--- src/hw/rtl/sha1_pkg.sv ---
// shared constants, control structs and round functions of the sha-1 hasher
`default_nettype none

package sha1_pkg;

	localparam int unsigned DIGEST_WORDS = 5;
	localparam int unsigned ROUNDS       = 80;

	localparam logic OP_ABSORB = 1'b0;
	localparam logic OP_FINISH = 1'b1;

	// chaining word initial values, entry 0 is h0
	localparam logic [DIGEST_WORDS-1:0][31:0] H_INIT = {
		32'hc3d2e1f0, 32'h10325476, 32'h98badcfe, 32'hefcdab89, 32'h67452301
	};

	localparam logic [31:0] K_0 = 32'h5a827999;
	localparam logic [31:0] K_1 = 32'h6ed9eba1;
	localparam logic [31:0] K_2 = 32'h8f1bbcdc;
	localparam logic [31:0] K_3 = 32'hca62c1d6;

	localparam logic [5:0] FILL_LAST  = 6'd63;
	localparam logic [5:0] LEN_FILL   = 6'd56;
	localparam logic [7:0] PAD_MARK   = 8'h80;
	localparam logic [6:0] ROUND_LAST = 7'(ROUNDS - 1);
	localparam logic [2:0] WORD_LAST  = 3'(DIGEST_WORDS - 1);

	// control to the message schedule
	typedef struct packed {
		logic       put;
		logic [7:0] data;
		logic       shift;
	} sched_ctl_t;

	// control to the round unit
	typedef struct packed {
		logic       load;
		logic       step;
		logic       fold;
		logic       restart;
		logic [6:0] round;
	} round_ctl_t;

	function automatic logic [31:0] rotl(input logic [31:0] v, input int unsigned n);
		logic [63:0] dbl;
		dbl = {v, v} << n;
		return dbl[63:32];
	endfunction

	function automatic logic [31:0] round_k(input logic [6:0] r);
		logic [31:0] k;
		if (r < 7'd20) k = K_0;
		else if (r < 7'd40) k = K_1;
		else if (r < 7'd60) k = K_2;
		else k = K_3;
		return k;
	endfunction

	function automatic logic [31:0] round_f(input logic [6:0] r, input logic [31:0] b,
		input logic [31:0] c, input logic [31:0] d);
		logic [31:0] f;
		if (r < 7'd20) f = (b & c) | (~b & d);
		else if (r >= 7'd40 && r < 7'd60) f = (b & c) | (b & d) | (c & d);
		else f = b ^ c ^ d;
		return f;
	endfunction

endpackage

`default_nettype wire

--- src/hw/rtl/sha1_stream_if.sv ---
// valid/ready channel interfaces for message requests and digest words
`default_nettype none

interface sha1_in_if;
	logic       valid;
	logic       ready;
	logic       opcode;
	logic [7:0] data_byte;

	modport source(output valid, output opcode, output data_byte, input ready);
	modport sink(input valid, input opcode, input data_byte, output ready);
endinterface

interface sha1_out_if;
	logic        valid;
	logic        ready;
	logic [31:0] digest_word;
	logic [2:0]  word_index;
	logic        last_word;

	modport source(output valid, output digest_word, output word_index, output last_word,
		input ready);
	modport sink(input valid, input digest_word, input word_index, input last_word,
		output ready);
endinterface

`default_nettype wire

--- src/hw/rtl/sha1_sched.sv ---
// block buffer as a byte shift line, reused as the 16-word schedule window
`default_nettype none

module sha1_sched
	import sha1_pkg::*;
(
	input  wire logic        clk,
	input  wire sched_ctl_t  ctl,
	output logic      [31:0] w_cur
);

	// word j of the window sits at bits 511-32j downto 480-32j
	logic [511:0] win_q;
	logic [31:0]  w_new;

	assign w_cur = win_q[511:480];
	assign w_new = rotl(win_q[511-32*13 -: 32] ^ win_q[511-32*8 -: 32]
		^ win_q[511-32*2 -: 32] ^ win_q[511:480], 1);

	always_ff @(posedge clk) begin
		if (ctl.put) begin
			win_q <= {win_q[503:0], ctl.data};
		end else if (ctl.shift) begin
			win_q <= {win_q[479:0], w_new};
		end
	end

endmodule

`default_nettype wire

--- src/hw/rtl/sha1_round.sv ---
// working variables, one round per cycle, and the chaining words
`default_nettype none

module sha1_round
	import sha1_pkg::*;
(
	input  wire logic        clk,
	input  wire logic        arst_n,
	input  wire round_ctl_t  ctl,
	input  wire logic [31:0] w_cur,
	input  wire logic [2:0]  word_sel,
	output logic      [31:0] digest_word
);

	logic [DIGEST_WORDS-1:0][31:0] chain_q;
	logic [DIGEST_WORDS-1:0][31:0] var_q;   // a..e
	logic [31:0]                   t_sum;

	assign t_sum = rotl(var_q[0], 5) + round_f(ctl.round, var_q[1], var_q[2], var_q[3])
		+ var_q[4] + w_cur + round_k(ctl.round);

	always_ff @(posedge clk) begin
		if (ctl.load) begin
			var_q <= chain_q;
		end else if (ctl.step) begin
			var_q[0] <= t_sum;
			var_q[1] <= var_q[0];
			var_q[2] <= rotl(var_q[1], 30);
			var_q[3] <= var_q[2];
			var_q[4] <= var_q[3];
		end
	end

	always_ff @(posedge clk or negedge arst_n) begin
		if (!arst_n) begin
			chain_q <= H_INIT;
		end else if (ctl.restart) begin
			chain_q <= H_INIT;
		end else if (ctl.fold) begin
			for (int i = 0; i < DIGEST_WORDS; i++) begin
				chain_q[i] <= chain_q[i] + var_q[i];
			end
		end
	end

	always_comb begin
		case (word_sel)
			3'd0:    digest_word = chain_q[0];
			3'd1:    digest_word = chain_q[1];
			3'd2:    digest_word = chain_q[2];
			3'd3:    digest_word = chain_q[3];
			default: digest_word = chain_q[4];
		endcase
	end

endmodule

`default_nettype wire

--- src/hw/rtl/sha1_stream_hasher.sv ---
// top level of the streaming sha-1 hasher: sequencer, padding and digest output
//
// usage
//   msg channel: one request per message byte (opcode absorb, data_byte) or a
//   finish request (opcode finish, data_byte ignored)
//   digest channel: after a finish, five words h0..h4 with word_index 0..4,
//   last_word set on the fifth
// timing
//   an absorb request is taken while the hasher is idle; the request that
//   fills the 64-byte block starts a compression (80 rounds on the one
//   shared round unit, then a fold into the chaining words), and msg.ready
//   is low meanwhile
//   finish: padding bytes (0x80, then zeros) up to the length field, a switch
//   to the length, 8 length bytes, a compression for each block that fills
//   (one or two blocks), then one digest word per cycle while not stalled
// reset and stalls
//   reset loads the initial chaining words and clears fill and byte counts;
//   the block buffer holds no reset value and is overwritten before use
//   a stalled digest word simply holds; no new request is taken until the
//   fifth word is taken, after which the hasher is back at its initial state
`default_nettype none

module sha1_stream_hasher
	import sha1_pkg::*;
(
	input  wire logic  clk,
	input  wire logic  arst_n,
	sha1_in_if.sink    msg,
	sha1_out_if.source digest
);

	typedef enum logic [5:0] {
		ST_IDLE  = 6'b000001,
		ST_PAD   = 6'b000010,
		ST_LEN   = 6'b000100,
		ST_ROUND = 6'b001000,
		ST_FOLD  = 6'b010000,
		ST_EMIT  = 6'b100000
	} state_t;

	state_t      st_q;
	state_t      ret_q;        // where to go once the block is folded in
	logic [5:0]  fill_q;       // bytes held in the block buffer
	logic [31:0] count_q;      // message length in bytes, wraps
	logic [6:0]  round_q;
	logic [2:0]  idx_q;        // digest word being shown
	logic        first_q;      // next padding byte is the 0x80 marker
	logic [63:0] len_q;        // bit length, shifted out msb first

	sched_ctl_t  sc;
	round_ctl_t  rc;
	logic [31:0] w_cur;
	logic        msg_take;
	logic        word_take;
	logic        len_switch;

	assign msg.ready      = (st_q == ST_IDLE);
	assign msg_take       = msg.valid && msg.ready;
	assign digest.valid   = (st_q == ST_EMIT);
	assign word_take      = digest.valid && digest.ready;
	assign digest.word_index = idx_q;
	assign digest.last_word  = (idx_q == WORD_LAST);

	// padding zeros stop once the length field is reached
	assign len_switch = !first_q && (fill_q == LEN_FILL);

	always_comb begin
		sc = '0;
		case (st_q)
			ST_IDLE: begin
				if (msg_take && msg.opcode == OP_ABSORB) begin
					sc.put  = 1'b1;
					sc.data = msg.data_byte;
				end
			end
			ST_PAD: begin
				if (!len_switch) begin
					sc.put  = 1'b1;
					sc.data = first_q ? PAD_MARK : 8'h00;
				end
			end
			ST_LEN: begin
				sc.put  = 1'b1;
				sc.data = len_q[63:56];
			end
			ST_ROUND: sc.shift = 1'b1;
			default: sc = '0;
		endcase

		// a full block copies the chaining words into the working variables
		rc.load    = sc.put && (fill_q == FILL_LAST);
		rc.step    = (st_q == ST_ROUND);
		rc.fold    = (st_q == ST_FOLD);
		rc.restart = word_take && (idx_q == WORD_LAST);
		rc.round   = round_q;
	end

	always_ff @(posedge clk or negedge arst_n) begin
		if (!arst_n) begin
			st_q    <= ST_IDLE;
			ret_q   <= ST_IDLE;
			fill_q  <= '0;
			count_q <= '0;
			round_q <= '0;
			idx_q   <= '0;
			first_q <= 1'b0;
		end else begin
			if (sc.put) begin
				fill_q <= fill_q + 6'd1;
			end
			case (st_q)
				ST_IDLE: begin
					if (msg_take) begin
						if (msg.opcode == OP_ABSORB) begin
							count_q <= count_q + 32'd1;
							if (fill_q == FILL_LAST) begin
								st_q  <= ST_ROUND;
								ret_q <= ST_IDLE;
							end
						end else begin
							first_q <= 1'b1;
							st_q    <= ST_PAD;
						end
					end
				end
				ST_PAD: begin
					if (len_switch) begin
						st_q <= ST_LEN;
					end else begin
						first_q <= 1'b0;
						if (fill_q == FILL_LAST) begin
							st_q  <= ST_ROUND;
							ret_q <= ST_PAD;
						end
					end
				end
				ST_LEN: begin
					if (fill_q == FILL_LAST) begin
						st_q  <= ST_ROUND;
						ret_q <= ST_EMIT;
					end
				end
				ST_ROUND: begin
					if (round_q == ROUND_LAST) begin
						round_q <= '0;
						st_q    <= ST_FOLD;
					end else begin
						round_q <= round_q + 7'd1;
					end
				end
				ST_FOLD: begin
					round_q <= '0;
					idx_q   <= '0;
					st_q    <= ret_q;
				end
				ST_EMIT: begin
					if (word_take) begin
						idx_q <= idx_q + 3'd1;
						if (idx_q == WORD_LAST) begin
							count_q <= '0;
							fill_q  <= '0;
							st_q    <= ST_IDLE;
						end
					end
				end
				default: st_q <= ST_IDLE;
			endcase
		end
	end

	// length register needs no reset, it is loaded on every finish
	always_ff @(posedge clk) begin
		if (msg_take && msg.opcode == OP_FINISH) begin
			len_q <= {29'd0, count_q, 3'd0};
		end else if (st_q == ST_LEN) begin
			len_q <= {len_q[55:0], 8'h00};
		end
	end

	sha1_sched u_sched (
		.clk   (clk),
		.ctl   (sc),
		.w_cur (w_cur)
	);

	sha1_round u_round (
		.clk         (clk),
		.arst_n      (arst_n),
		.ctl         (rc),
		.w_cur       (w_cur),
		.word_sel    (idx_q),
		.digest_word (digest.digest_word)
	);

	// the digest is only shown once all padded blocks are folded in
	a_emit_empty_block: assert property (@(posedge clk) disable iff (!arst_n)
		$rose(st_q == ST_EMIT) |-> fill_q == '0)
		else $error("digest shown with a partly filled block");

	// the length field starts exactly at byte 56 of a block
	a_len_start: assert property (@(posedge clk) disable iff (!arst_n)
		$rose(st_q == ST_LEN) |-> fill_q == LEN_FILL)
		else $error("length field misplaced");

	// compression starts only when the block buffer just filled up
	a_round_start: assert property (@(posedge clk) disable iff (!arst_n)
		$rose(st_q == ST_ROUND) |-> fill_q == '0 && round_q == '0)
		else $error("compression started on a partial block");

	// the last digest word returns the hasher to its initial message state
	a_restart: assert property (@(posedge clk) disable iff (!arst_n)
		word_take && digest.last_word |=> st_q == ST_IDLE && count_q == '0)
		else $error("hasher not restarted after the digest");

	// the round counter stays within the 80 rounds
	a_round_range: assert property (@(posedge clk) disable iff (!arst_n)
		round_q <= ROUND_LAST)
		else $error("round counter out of range");

endmodule

`default_nettype wire

--- src/flat_wrapper.sv ---
// flat-port wrapper written by rule: the top's interface ports become plain ports
module sha1_stream_hasher_flat import sha1_pkg::*;
  (clk, arst_n, msg_valid, msg_opcode, msg_data_byte, msg_ready, digest_valid, digest_digest_word, digest_word_index, digest_last_word, digest_ready);
  sha1_in_if msg_i ();
  sha1_out_if digest_i ();
  input  wire logic clk;
  input  wire logic arst_n;
  input wire logic [$bits(msg_i.valid)-1:0] msg_valid;
  input wire logic [$bits(msg_i.opcode)-1:0] msg_opcode;
  input wire logic [$bits(msg_i.data_byte)-1:0] msg_data_byte;
  output wire logic [$bits(msg_i.ready)-1:0] msg_ready;
  output wire logic [$bits(digest_i.valid)-1:0] digest_valid;
  output wire logic [$bits(digest_i.digest_word)-1:0] digest_digest_word;
  output wire logic [$bits(digest_i.word_index)-1:0] digest_word_index;
  output wire logic [$bits(digest_i.last_word)-1:0] digest_last_word;
  input wire logic [$bits(digest_i.ready)-1:0] digest_ready;
  assign msg_i.valid = msg_valid;
  assign msg_i.opcode = msg_opcode;
  assign msg_i.data_byte = msg_data_byte;
  assign msg_ready = msg_i.ready;
  assign digest_valid = digest_i.valid;
  assign digest_digest_word = digest_i.digest_word;
  assign digest_word_index = digest_i.word_index;
  assign digest_last_word = digest_i.last_word;
  assign digest_i.ready = digest_ready;
  sha1_stream_hasher u_core (.clk(clk), .arst_n(arst_n), .msg(msg_i), .digest(digest_i));
endmodule
--- config.mk ---
export PLATFORM = sky130hd
export DESIGN_NAME = sha1_stream_hasher_flat
export DESIGN_NICKNAME = d
export VERILOG_FILES = /design/src/hw/rtl/sha1_pkg.sv /design/src/hw/rtl/sha1_stream_if.sv /design/src/hw/rtl/sha1_sched.sv /design/src/hw/rtl/sha1_round.sv /design/src/hw/rtl/sha1_stream_hasher.sv /design/src/flat_wrapper.sv
export SDC_FILE = /design/constraint.sdc
export NUM_CORES = 2
export LEC_CHECK = 0
export BUFFER_PORTS_ARGS = -buffer_cell sky130_fd_sc_hd__buf_2
export CORE_ASPECT_RATIO = 0.75
export CORE_MARGIN = 1
export CORE_UTILIZATION = 50
export CTS_BUF_LIST = sky130_fd_sc_hd__clkbuf_16
export CTS_CLUSTER_DIAMETER = 120
export CTS_CLUSTER_SIZE = 20
export DETAILED_ROUTE_END_ITERATION = 12
export HOLD_SLACK_MARGIN = 0.12
export PLACE_DENSITY = 0.65
export SLEW_MARGIN = 25
export SYNTH_ARGS = -nofsm -noshare
export SYNTH_HDL_FRONTEND = slang
export SYNTH_HIERARCHICAL = 1
export SYNTH_SLANG_ARGS = --single-unit
export TNS_END_PERCENT = 30
--- constraint.sdc ---
create_clock -name clk -period 20.8 [get_ports clk]
set_input_delay 4.16 -clock clk [delete_from_list [all_inputs] [get_ports clk]]
set_output_delay 4.16 -clock clk [all_outputs]
set_load 0.01 [all_outputs]
Yosys cells after proc, flatten, opt, wreduce, memory -nomap -nowiden
Index checks and enable logic that the tools add are counted.
{"block": "word_totals", "ff_bits": 954, "word_cells": 149, "output_inout_bits": 38, "in_bits": 13}
{"block": "classes", "add_sub_neg": 13, "n_reduce_logical": 24, "order_cmp": 4, "n_mux": 51, "bitwise": 14, "n_eq_ne": 23}
{"cell": "2-to-1 mux 512 bit", "count": 2}
{"cell": "2-to-1 mux 160 bit", "count": 4}
{"cell": "adder 32 bit", "count": 9}
{"cell": "2-to-1 mux 32 bit", "count": 8}
{"cell": "bitwise XOR 32 bit", "count": 5}
{"cell": "bitwise AND 32 bit", "count": 4}
{"cell": "case mux 32 bit (4 select lines)", "count": 1}
{"cell": "2-to-1 mux 6 bit", "count": 17}
{"cell": "OR 32 bit", "count": 3}
{"cell": "2-to-1 mux 35 bit", "count": 2}
{"cell": "case mux 32 bit (2 select lines)", "count": 1}
{"cell": "case mux 6 bit (6 select lines)", "count": 1}
{"cell": "adder 32 x 1 -> 32 bit (second input constant)", "count": 1}
{"cell": "inverter 32 bit", "count": 1}
{"cell": "2-to-1 mux 31 bit", "count": 1}
{"cell": "case mux 9 bit (3 select lines)", "count": 1}
{"cell": "== test 6 bit (second input constant)", "count": 3}
{"cell": "2-to-1 mux 9 bit", "count": 2}
{"cell": "case mux 6 bit (3 select lines)", "count": 1}
{"cell": "!= test 2 bit (second input constant)", "count": 8}
{"cell": "nonzero test 2 bit", "count": 8}
{"cell": "less-than comparator 7 x 6 -> 1 bit (second input constant)", "count": 2}
{"cell": "case mux 7 bit (2 select lines)", "count": 1}
{"cell": "logical AND 1 bit", "count": 8}
{"cell": "29 further kinds", "count": 35}

Depth between registers and ports, before layout
{"block": "depth", "word_depth": 11, "depth_mapped": 24, "mapped_depth_nobuf": 23}

Hierarchy
The synthesis kept the hierarchy.
{"mod": "sha1_round", "instances": 1, "area_per_inst_um2": 27146.0, "cells_per_inst": 2789, "seq_area_each_um2": 8908.5}
{"mod": "sha1_sched", "instances": 1, "area_per_inst_um2": 23251.0, "cells_per_inst": 1246, "seq_area_each_um2": 15374.7}
{"mod": "sha1_stream_hasher", "instances": 1, "area_per_inst_um2": 5574.1, "cells_per_inst": 557, "seq_area_each_um2": 2995.4}

Worst setup path before layout
No wires, ideal clock.
{"block": "synth_path", "path_type": "input -> register", "from": "input msg_opcode", "to": "register u_core.u_sched.win_q[0] (enable)", "setup_time_ns": 0.667, "path_buffers": 4, "stages": 9, "slack_ns": 8.738, "t_arrival_ns": 11.395, "required_ns": 20.133, "cell_sequence": "nand2b_1 -> nor3_2 -> a211oi_1 -> buf_2 -> inv_1 -> buf_4 -> buf_6 -> buf_6 -> or2_2"}
{"item": "start: declaration", "line_no": "flat_wrapper.sv:9", "rtl": "input wire logic [$bits(msg_i.opcode)-1:0] msg_opcode;"}
{"item": "end signal: assignment", "line_no": "sha1_sched.sv:22", "rtl": "win_q <= {win_q[503:0], ctl.data};"}
{"item": "end signal: assignment", "line_no": "sha1_sched.sv:24", "rtl": "win_q <= {win_q[479:0], w_new};"}
{"item": "end: declaration", "line_no": "sha1_sched.sv:13", "rtl": "logic [511:0] win_q;"}

==> out/results.ini <==
[routing]
drc_errors = 0
first_iter_violations = 3305
first_pass_iters = 5
postRouteAntennaNets = 0
wire_per_inst_um = 22.6
viasPerCell = 5.92
vias = 35456
wl_um = 135000

[clocking]
numCtsBuffers = 53
ctsHoldBuffers = 0
cts.sinks = 951
cts_setup_buffers = 0
worstSkewPairLatency_ps = 660
cts.clk_slew.worst_paths_ps = 80
clock_path_buffers = 3
ctsHtreeMaxLevel = 2
cts_resized = 0
cts_tree = yes
clk_root_buffer_cell = clkbuf_16

[worst_hold_path]
hold_depth = 2
hp-class = reg -> reg

[place]
place.gp.congestion = 0.905
port_buffers = 50
dp.final_hpwl_um = 94600

[finish]
final_util_pct = 53.1
area_delta_synth_final_pct = 4.61
drive_gt1_share_pct = 17.6
layout.nets = 4849
fillers = 9316
multi_input_area_sq_mm = 0.0263
ff_latch_area_sq_mm = 0.0273

[setup_path]
crit_family = buffers and inverters
start_kind = primary input
cpMostUsedCell = buf_6
required_ps = 21080
crit_path_cell_trace = buf_2 -> nand2b_1 -> nor3_4 -> a211oi_2 -> inv_8 -> or2_4 -> buf_4 -> buf_6 -> buf_6
ff2ff_path_depth = 22
end_kind = register
critPathMaxStageDelay_ps = 880
crit_arrival_ps = 9250
crit_path_top_delay_cell = buf_4
crit_fanout = 99
path_buf_inv = 5
r2r_slack_ps = 13830
crit_type = in -> reg
cp.depth = 9

[yosys]
ys_top_cells_by_area = edfxtp_1 (38%), mux2_2 (7.5%), dfrtp_1 (6.1%)
synth_commonest_cells = edfxtp_1 (704), nand2_1 (385), mux2_2 (371), inv_1 (270), a21oi_1 (231)
synth_cell_types = 105
synth_edf_count = 704
synth_ff_type = edfxtp_1
avgSynthCellArea_sq_um = 12.2
synth_seq_area_share_pct = 48.7
yosysTopAreaCell = edfxtp_1
ys_ff_latch = 951
yosysMostFrequentCell = edfxtp_1
synthesis.area_sq_mm = 0.0560
syn_inst = 4592
yosysWarnings = 6
synth_top_cell_area_share_pct = 37.8
synthesis.nets = 4928
async_reset_ff_share_pct = 22.9

[global_routing]
grt_use_total_pct = 23.6
antenna_found_initial = 0
overflow = 0
grt_pass1_vias = 33577
grt_max_degree = 200
grt_pass1_wl_um = 207000

[floorplan]
die_h_um = 292
rows = 105
dieArea_sq_mm = 0.113
core_sq_mm = 0.110
ios = 51
die_x_um = 388
start_util_pct = 50.8

[sta]
worst_slew_pin_slew_ps = 1050
hold_viol = 0
fin_skew_ps = 23.3
setup_viol = 0
period_share_pct = 43.1
max_freq_mhz = 112
rsz0062_at_grt = no
tns_ps = 0
layout_min_cycle_time_ps = 8970
drv_slew = 0
max_slew_margin_pct = 29.3

[flow_run]
maxCapViolations = 0

[power_and_ir_drop]
ir_worst_vdd_uv = 84.3
p_leak_uw = 0.0212
power_density_mw_per_mm2 = 110

[run_status]
outcome = finished, final reports clean

-- final timing paths --
path | startpoint | to
min in group asynchronous | arst_n | u_core/count_q[22]
min reg2reg | u_core/len_q[49] | u_core/len_q[49]
max reg2reg | u_core/round_q[4] | u_core/u_round/var_q[28]
min | u_core/len_q[49] | u_core/len_q[49]
max | msg_opcode | u_core/u_sched/win_q[21]
max in group asynchronous | arst_n | u_core/u_round/chain_q[31]
-- placed cells by master, fill, tap and decap left out, types with 30 or more instances in the layout --
| master | netlist | final |
|---|---|---|
| a211oi_1 | 60 | 59 |
| a21o_1 | 68 | 68 |
| a21oi_1 | 231 | 231 |
| a31oi_1 | 40 | 40 |
| buf_2 | 13 | 49 |
| clkbuf_16 | 0 | 54 |
| dfrtp_1 | 136 | 133 |
| dfstp_2 | 82 | 82 |
| edfxtp_1 | 704 | 704 |
| fa_1 | 125 | 125 |
| ha_1 | 198 | 198 |
| inv_1 | 270 | 295 |
| mux2_1 | 165 | 165 |
| mux2_2 | 371 | 371 |
| mux2_4 | 120 | 120 |
| mux2i_1 | 59 | 59 |
| mux4_2 | 32 | 32 |
| nand2_1 | 385 | 384 |
| nand3_1 | 75 | 75 |
| nor2_1 | 221 | 218 |
| nor2b_1 | 36 | 36 |
| nor3_1 | 43 | 43 |
| o21a_1 | 32 | 32 |
| o21ai_0 | 229 | 229 |
| o21ai_1 | 34 | 34 |
| or3_1 | 30 | 30 |
| xnor2_1 | 203 | 203 |
| xor2_1 | 49 | 49 |
-- tightest hold or removal path: cells and delay by family, from the launching register on --
kind,cells,cell delay [ps]
AO/OA/AOI/OAI,1,50
flip-flops,1,320
AND/OR/NAND/NOR,1,50
-- cell families after synthesis --
logic type	Yosys count	share of synthesized area, %
adders and majority gates	323	8.90
muxes	747	16.3
buffers and inverters	493	4.41
xor gates and xnor gates	252	3.94
and+or+nand+nor	941	7.73
DFF	951	48.7
AOI/OAI and AO/OA	885	9.93
-- area by class of cell --
type | count | share of cell area [%]
antenna | 1 | 0.00427
clock buffer | 54 | 2.31
clock inverter | 33 | 0.306
inverter | 273 | 1.77
multi-input combinational | 3148 | 44.9
sequential | 951 | 46.6
tap | 1444 | 3.09
timing repair buffer | 86 | 1.06
-- registers in the layout, summed over array words and instances, names as in the netlist --
register,count
u_core/first_q,1
u_core/len_q,61
u_core/u_round/chain_q,160
u_core/u_sched/win_q,512
u_core/round_q,7
u_core/fill_q,6
u_core/ret_q,3
u_core/u_round/var_q,160
u_core/st_q,6
u_core/digest.word_index,3
u_core/count_q,32
-- power by group --
part / internal, uW / switching (uW)
combinational: 1080 / 1150
clock: 474 / 642
sequential: 2780 / 311
-- layer usage --
metal  vias to the layer above  wire length, um  global-route usage, %  share of wire (%)
li1                      16535                -                      -                  -
met5                         -                0                      0                  0
met1                     17739            67300                   37.6                 50
met3                       132            10400                   5.05                7.7
met2                      1050            55200                   32.6                 41
met4                         0             2500                   4.52                1.8
-- stage by stage --
| step | cell area (sq um) | cells | hold slack, ps | setup slack (ps) | power, uW |
|---|---|---|---|---|---|
| 2_1_floorplan | 56000 | 4592 | 431 | 8740 | 4970 |
| 3_3_place_gp | 57000 | 5901 | 444 | 10290 | 5290 |
| 3_5_place_dp | 57000 | 5901 | 448 | 10490 | 5340 |
| 4_1_cts | 58500 | 5988 | 462 | 11220 | 6470 |
| 5_1_grt | 58500 | 5989 | 482 | 11460 | 6820 |
| 6_report | 58600 | 5990 | 461 | 11830 | 6430 |
No activity file was read; power rests on OpenSTA's default activity.
